`src/rtl/vtq_pkg.sv`:
```
package vtq_pkg;

    localparam int SLOT_W = 3;
    localparam int AMT_W  = 63;
    localparam int FUNC_W = 3;
    localparam int KIND_W = 2;

    typedef logic [SLOT_W-1:0] t_slot;
    typedef logic [AMT_W-1:0]  t_amount;
    typedef logic [FUNC_W-1:0] t_func;
    typedef logic [KIND_W-1:0] t_kind;

    localparam t_func FUNC_TICK    = 3'd0;
    localparam t_func FUNC_ADD_ONE = 3'd1;
    localparam t_func FUNC_ADD_PER = 3'd2;
    localparam t_func FUNC_MOD     = 3'd3;
    localparam t_func FUNC_MOD_PER = 3'd4;
    localparam t_func FUNC_DEL     = 3'd5;

    localparam t_kind KIND_REPLY = 2'd0;
    localparam t_kind KIND_FIRE  = 2'd1;
    localparam t_kind KIND_ERROR = 2'd2;

    // Operation token that walks down the row of slot cells.
    typedef struct packed {
        logic    valid;
        t_func   func;
        t_slot   slot;
        t_amount amount;
        logic    reject;   // refused before entering the row
        logic    err;      // refused by the addressed cell
        logic    was;      // addressed slot was pending beforehand
        logic    fire;     // the cell that just passed the token fired
        logic    any;      // min_cnt holds a pending count
        t_amount min_cnt;  // running minimum over the cells already folded
    } t_token;

    // Settled state of one cell, seen by its downstream neighbor.
    typedef struct packed {
        logic    pend;
        t_amount cnt;
    } t_link;

endpackage

```
`src/rtl/vtq_cell.sv`:
```
module vtq_cell #(
    parameter int IDX = 0
) (
    input  logic            i_clk,
    input  logic            i_rst_n,
    input  vtq_pkg::t_token i_tok,
    input  vtq_pkg::t_link  i_up,
    output vtq_pkg::t_token o_tok,
    output vtq_pkg::t_link  o_link
);
    import vtq_pkg::*;

    localparam bit ADDRESSABLE = (IDX < (1 << SLOT_W));

    logic    r_pend;
    t_amount r_cnt;
    t_amount r_reload;
    t_token  r_tok;

    logic    n_pend;
    t_amount n_cnt;
    t_amount n_reload;
    t_token  n_tok;
    logic    hit;

    always_comb begin
        n_tok       = i_tok;
        n_tok.fire  = 1'b0;
        n_pend      = r_pend;
        n_cnt       = r_cnt;
        n_reload    = r_reload;
        hit         = ADDRESSABLE && (i_tok.func != FUNC_TICK) && !i_tok.reject &&
                      (i_tok.slot == t_slot'(IDX));

        // The upstream cell has already applied this word, so its state is final.
        if (i_up.pend && (!i_tok.any || (i_up.cnt < i_tok.min_cnt))) begin
            n_tok.any     = 1'b1;
            n_tok.min_cnt = i_up.cnt;
        end

        if (i_tok.valid) begin
            if (i_tok.func == FUNC_TICK) begin
                if (r_pend) begin
                    if (r_cnt < i_tok.amount) begin
                        n_tok.fire = 1'b1;
                        if (r_reload != '0) begin
                            n_cnt = r_reload;
                        end else begin
                            n_pend = 1'b0;
                        end
                    end else begin
                        n_cnt = r_cnt - i_tok.amount;
                    end
                end
            end else if (hit) begin
                case (i_tok.func) inside
                    FUNC_ADD_ONE, FUNC_ADD_PER: begin
                        if (r_pend) begin
                            n_tok.err = 1'b1;
                        end else begin
                            n_pend   = 1'b1;
                            n_cnt    = i_tok.amount;
                            n_reload = (i_tok.func == FUNC_ADD_PER) ? i_tok.amount : '0;
                        end
                    end
                    FUNC_MOD, FUNC_MOD_PER: begin
                        n_tok.was = r_pend;
                        if (r_pend) begin
                            // An unchanged count leaves the interval alone too.
                            if (r_cnt != i_tok.amount) begin
                                n_cnt = i_tok.amount;
                                if (i_tok.func == FUNC_MOD_PER) begin
                                    n_reload = i_tok.amount;
                                end
                            end
                        end else begin
                            n_pend   = 1'b1;
                            n_cnt    = i_tok.amount;
                            n_reload = (i_tok.func == FUNC_MOD_PER) ? i_tok.amount : '0;
                        end
                    end
                    FUNC_DEL: begin
                        n_tok.was = r_pend;
                        n_pend    = 1'b0;
                    end
                    default: begin
                    end
                endcase
            end
        end
    end

    always_ff @(posedge i_clk) begin
        if (!i_rst_n) begin
            r_pend      <= 1'b0;
            r_tok.valid <= 1'b0;
        end else begin
            r_pend <= n_pend;
            r_tok  <= n_tok;
        end
    end

    always_ff @(posedge i_clk) begin
        r_cnt    <= n_cnt;
        r_reload <= n_reload;
    end

    assign o_tok       = r_tok;
    assign o_link.pend = r_pend;
    assign o_link.cnt  = r_cnt;

endmodule

```
`config.mk`:
```
export PLATFORM = sky130hd
export DESIGN_NAME = vtq_cell
export DESIGN_NICKNAME = d
export VERILOG_FILES = /design/src/rtl/vtq_pkg.sv /design/src/rtl/vtq_cell.sv
export SDC_FILE = /design/constraint.sdc
export NUM_CORES = 1
export LEC_CHECK = 0
export CORE_ASPECT_RATIO = 2
export CORE_MARGIN = 4
export CORE_UTILIZATION = 60
export CTS_BUF_LIST = sky130_fd_sc_hd__clkbuf_8
export CTS_CLUSTER_SIZE = 25
export DETAILED_ROUTE_END_ITERATION = 8
export DONT_BUFFER_PORTS = 1
export PLACE_DENSITY = 0.78
export RECOVER_POWER = 50
export SETUP_SLACK_MARGIN = 0.2
export SYNTH_ARGS = -nofsm -noshare
export SYNTH_HDL_FRONTEND = slang
export SYNTH_SLANG_ARGS = --single-unit
```
`constraint.sdc`:
```
create_clock -name i_clk -period 7.7 [get_ports i_clk]
set_input_delay 1.925 -clock i_clk [delete_from_list [all_inputs] [get_ports i_clk]]
set_output_delay 1.925 -clock i_clk [all_outputs]
set_load 0.01 [all_outputs]
```
* Word level (Yosys, flattened, before mapping)
Cells that the tools add are included.
** Storage, ports and cells
- Register bits :: 265
- Bits of input ports :: 204
- Output and inout port bits :: 202
- Word-level logic and storage cells :: 88
** Cells by class
- Add/subtract/negate cells :: 1
- $lt $le $gt $ge :: 2
- Equal/unequal tests :: 13
- Mux-type cells :: 38
- Bitwise operators :: 1
- Reductions and logical operators :: 20
** Operators by type and width (number)
- $mux 63 :: 19
- $lt 63x63->1 :: 2
- $ne 63x63->1 :: 1
- $reduce_bool 63->1 :: 1
- $sub 63x63->63 :: 1
- $mux 1 :: 16
- $reduce_and 7->1 :: 2
- $ne 3x3->1 const B :: 3
- $eq 3x2->1 const B :: 2
- $eq 3x3->1 const B :: 2
- $logic_not 3->1 :: 2
- $reduce_and 3->1 :: 2
- $reduce_bool 3->1 :: 2
- $mux 2 :: 2
- $ne 2x2->1 const B :: 2
- $ne 4x4->1 const B :: 1
- $reduce_bool 2->1 :: 2
- $reduce_bool 4->1 :: 1
- $reduce_or 2->1 :: 2
- $eq 3x1->1 const B :: 1
- $logic_and 1x1->1 :: 3
- $mux 3 :: 1
- $ne 3x2->1 const B :: 1
- $logic_not 1->1 :: 2
- 2 further kinds :: 2

* Depth between registers and ports, before layout
- Depth after elaboration :: 7
- Mapped depth :: 16

* Worst setup path after synthesis
No wires, ideal clock.
- Kind :: input to register
- Start :: input port i_tok[83] in the netlist's numbering
- End :: register r_reload[0] (enable)
- Library setup time :: 484 ps
- Arrival :: 5887 ps
- Data required time :: 7216 ps
- Setup slack :: 1328 ps
- Stages on the path :: 10
- Path buffers :: 1
- Path through :: inv_1 ha_1 clkbuf_1 and3_1 and4_1 and3_1 nand4_1 nor3_1 o32a_1 nor2_1
** Between the ends
- Longest elaborated chain between the ends :: 3
** RTL lines
- from (decl) :: line vtq_cell.sv:6 : input vtq_pkg::t_token i_tok,
- $ne 63x63->1 :: line vtq_cell.sv:70 : if (r_cnt != i_tok.amount) begin
- $ne 3x3->1 (no line)
- $reduce_and 7->1 (no line)
- to (signal assigned) :: line vtq_cell.sv:105 : r_reload <= n_reload;
- to (decl) :: line vtq_cell.sv:17 : t_amount r_reload;
Every way passes these cells.
A chain may end at the register's enable or synchronous reset.

* Worst setup path after layout
- Start :: input port i_tok[68] in the netlist's numbering
- End :: register r_cnt[62] (data pin)
** Between the ends
- Longest elaborated chain between the ends :: 4
- Elaborated cells on any way between the ends :: 5
** RTL lines
- $sub 63x63->63 / $lt 63x63->1 (equally long branches) :: line vtq_cell.sv:52, vtq_cell.sv:44
- $mux 63 (*) :: line vtq_cell.sv:44 : if (r_cnt < i_tok.amount) begin
- $mux 63 (*) :: line vtq_cell.sv:43 : if (r_pend) begin
- $mux 63 (*) :: line vtq_cell.sv:42 : if (i_tok.func == FUNC_TICK) begin
- to (signal assigned) :: line vtq_cell.sv:104 : r_cnt <= n_cnt;
- to (decl) :: line vtq_cell.sv:16 : t_amount r_cnt;
Mark *: on every way between the ends. The rest lies on a longest branch, timed or not. The select of a mux whose other input is x is not followed.

==> results.json <==
{
  "syn_nets": 2265,
  "final_common_cell": "edfxtp_1",
  "ant_nets": 0,
  "die_x_um": 131.2,
  "cts_hold_buf": 0,
  "rsz0062_at_grt": "false",
  "grt_first_pass_wirelength_mm": 83.54,
  "num_io_pins": 406,
  "fmax_ghz": 0.1735,
  "grtUsageTotal": 0.3144,
  "slowest_stage": "a21boi_0",
  "muxShareOfSynthArea": 0.02584,
  "synthTopCellsByArea": "edfxtp_1, ha_1, nand3_1",
  "endpoint_kind": "flip-flop",
  "critPathMaxStageDelay_ns": 0.78,
  "avgRoutedWirePerCell_um": 24.26,
  "synth-async-reset-ratio": 0,
  "final_hold_viol_count": 0,
  "yosys.area.top_type_share": 0.4338,
  "timing.final.max_slew_violations": 29,
  "cp_top_family": "compound AO/OA/AOI/OAI gates",
  "seqCellArea_um2": 7938,
  "drive_above_1_share": 0.04711,
  "dr.pass1.iters": 5,
  "drt-total-wl_mm": 54.76,
  "power_density_nw_per_um2": 185.5,
  "antenna_found_initial": 0,
  "postCtsSetupRepairBufs": 0,
  "syn_area_um2": 18210,
  "slew_headroom": -0.4790,
  "cts_buffers": 38,
  "required_ns": 7.97,
  "grt_pass1_vias": 15541,
  "crit_type": "input pin to flip-flop",
  "dp_hpwl_mm": 40.21,
  "fin_cells": 2257,
  "gp_congestion": 0.9410,
  "synth_edf_count": 263,
  "cts_root_buffer": "clkbuf_8",
  "wl_met2_mm": 29.27,
  "met3RoutedLength_mm": 4.716,
  "remaining_drc_errors": 0,
  "crit_path_cell_trace": "ha_1, inv_1, fa_1, a21o_1, a221oi_1, nor4_1, o21ai_0, a31oi_1, a41o_1, a21boi_0, o211ai_1, xnor2_1, o221ai_1",
  "first_iter_violations": 847,
  "vias": 15188,
  "path_depth": 13,
  "min_path_cells": 2,
  "r2r_cells": 14,
  "h-tree-depth": 2,
  "final_cell_mix": "edfxtp_1, nand2_1, nand3_1",
  "rows": 90,
  "core_um2": 30070,
  "peakVddDrop_mv": 0.1702,
  "multi_input_comb_area_um2": 9256,
  "grt_max_degree": 140,
  "cts_tree": "yes",
  "io_buffer_count": 0,
  "met1_length_mm": 16.71,
  "clk_latency_ns": 0.57,
  "violations": "max-capacitance violations, max-slew violations",
  "area_growth_pct": 4.749,
  "ys_warn_count": 0,
  "synth_xor_area_frac": 0.02790,
  "worst_slew_pin_slew_ns": 2.219,
  "die_area_um2": 33360,
  "path_buf_inv": 1,
  "grt_overflow": 0,
  "avgSynthCellArea_um2": 9.409,
  "viasPerCell": 6.729,
  "clk_pin_slew_ns": 0.08,
  "cts_resized": 0,
  "top_layer_used": "met4",
  "fin_nets": 2189,
  "cp_max_fo": 5,
  "synth-simple-area-share": 0.1671,
  "finalSetupTns_ns": 0,
  "hp-class": "flip-flop to flip-flop",
  "arrival_ns": 6.04,
  "die_y_um": 254.4,
  "ys_ff_latch": 265,
  "finalSetupViolCount": 0,
  "ys_seq_area_frac": 0.4360,
  "maxCapViolCount": 1,
  "start_kind": "input pin",
  "holdWs_ns": 0.5869,
  "cts_buffer_depth": 3,
  "synth_top_family_by_area": "compound AO/OA/AOI/OAI gates",
  "placedCellCount": 2187,
  "fill_cells": 2510,
  "initial_core_util": 0.6055,
  "synth_compound_area_frac": 0.1970,
  "finClkSkew_ns": 0.02920,
  "power.leakage_uw": 0.007634,
  "synth_adder_area_share": 0.08755,
  "synth_cells": 1935,
  "synth_top_flop_cell": "edfxtp_1",
  "synth.distinct_cells": 71,
  "finalPower_uw": 3537,
  "cts.sinks": 265,
  "status": "complete, but fails checks",
  "fin_crit_sh": 0.7486,
  "yosysTopAreaCell": "edfxtp_1",
  "diodes": 0,
  "fin_crit_ns": 5.764
}
final cells by class:
cell class,count,area share
multi-input cells,1401,0.4854
clock buffers,41,0.02959
clock inverters,29,0.01089
well taps,368,0.02414
inverters,141,0.02775
repair buffers,12,0.006036
flip-flops and latches,265,0.4162
Yosys cell counts (all sizes together), types with 5 or more instances:
cell type and number:
edfxtp 263, nand2 177, nand3 163, o21ai 144, inv 141, ha 125
clkbuf 114, a21oi 100, and2 75, o211ai 74, a21o 70, a31oi 68
nor2 64, mux2i 47, nand4 37, xnor2 32, xor2 26, nor4 24
o21bai 18, and3 16, nor3 16, buf 14, a211oi 13, o221ai 13
nor2b 10, o21a 10, or3 8, a211o 7, nand2b 6, o31ai 6
and4 5, nand3b 5
kinds of logic after synthesis:
kind of cell    count (synthesis)
flops                         265
buf+inv                       269
xor+xnor                       58
compound gates                556
fa+ha+maj                     127
simple gates                  613
mux                            47
per-layer routing:
metal,track usage,up-vias
met3,0.09238,191
met2,0.5990,709
li1,-,7046
met4,0.2052,0
met1,0.2874,7242
met5,0,-
report_power, final:
part / internal [µW] / switching, µW / total, µW
Sequential: 1690 / 85.0 / 1780
Clock: 598 / 569 / 1170
Combinational: 235 / 357 / 592
Total: 2530 / 1010 / 3540
final timing paths:
check | start | endpoint | slack (ns)
min | r_reload[2] | r_cnt[2] | 0.59
min reg2reg | r_reload[2] | r_cnt[2] | 0.59
max | i_tok[68] | r_cnt[62] | 1.94
max reg2reg | r_cnt[0] | r_cnt[62] | 2.72
flip-flops by register name, indices dropped and copies added (netlist names):
signal    flops
o_tok       138
r_reload     63
r_cnt        63
r_pend        1
worst reg2reg max path: stages, from the launching register on:
cell and delay (ns):
edfxtp_1 0.47, inv_1 0.09, ha_1 0.16, inv_1 0.06
fa_1 0.41, a21o_1 0.23, a221oi_1 0.63, nor4_1 0.13
o21ai_0 0.50, a31oi_1 0.28, a41o_1 0.40, a21boi_0 0.78
o211ai_1 0.24, xnor2_1 0.20, o221ai_1 0.12
per-stage QoR:
step,setup slack (ns),utilization,cell area [µm²]
floorplan,1.328,-,18210
global placement,1.644,0.6090,18310
detailed placement,1.591,0.6090,18310
CTS,2.187,0.6347,19080
global route,1.833,0.6343,19070
finish,1.936,0.6343,19070
No activity file was read; power rests on OpenSTA's default activity.
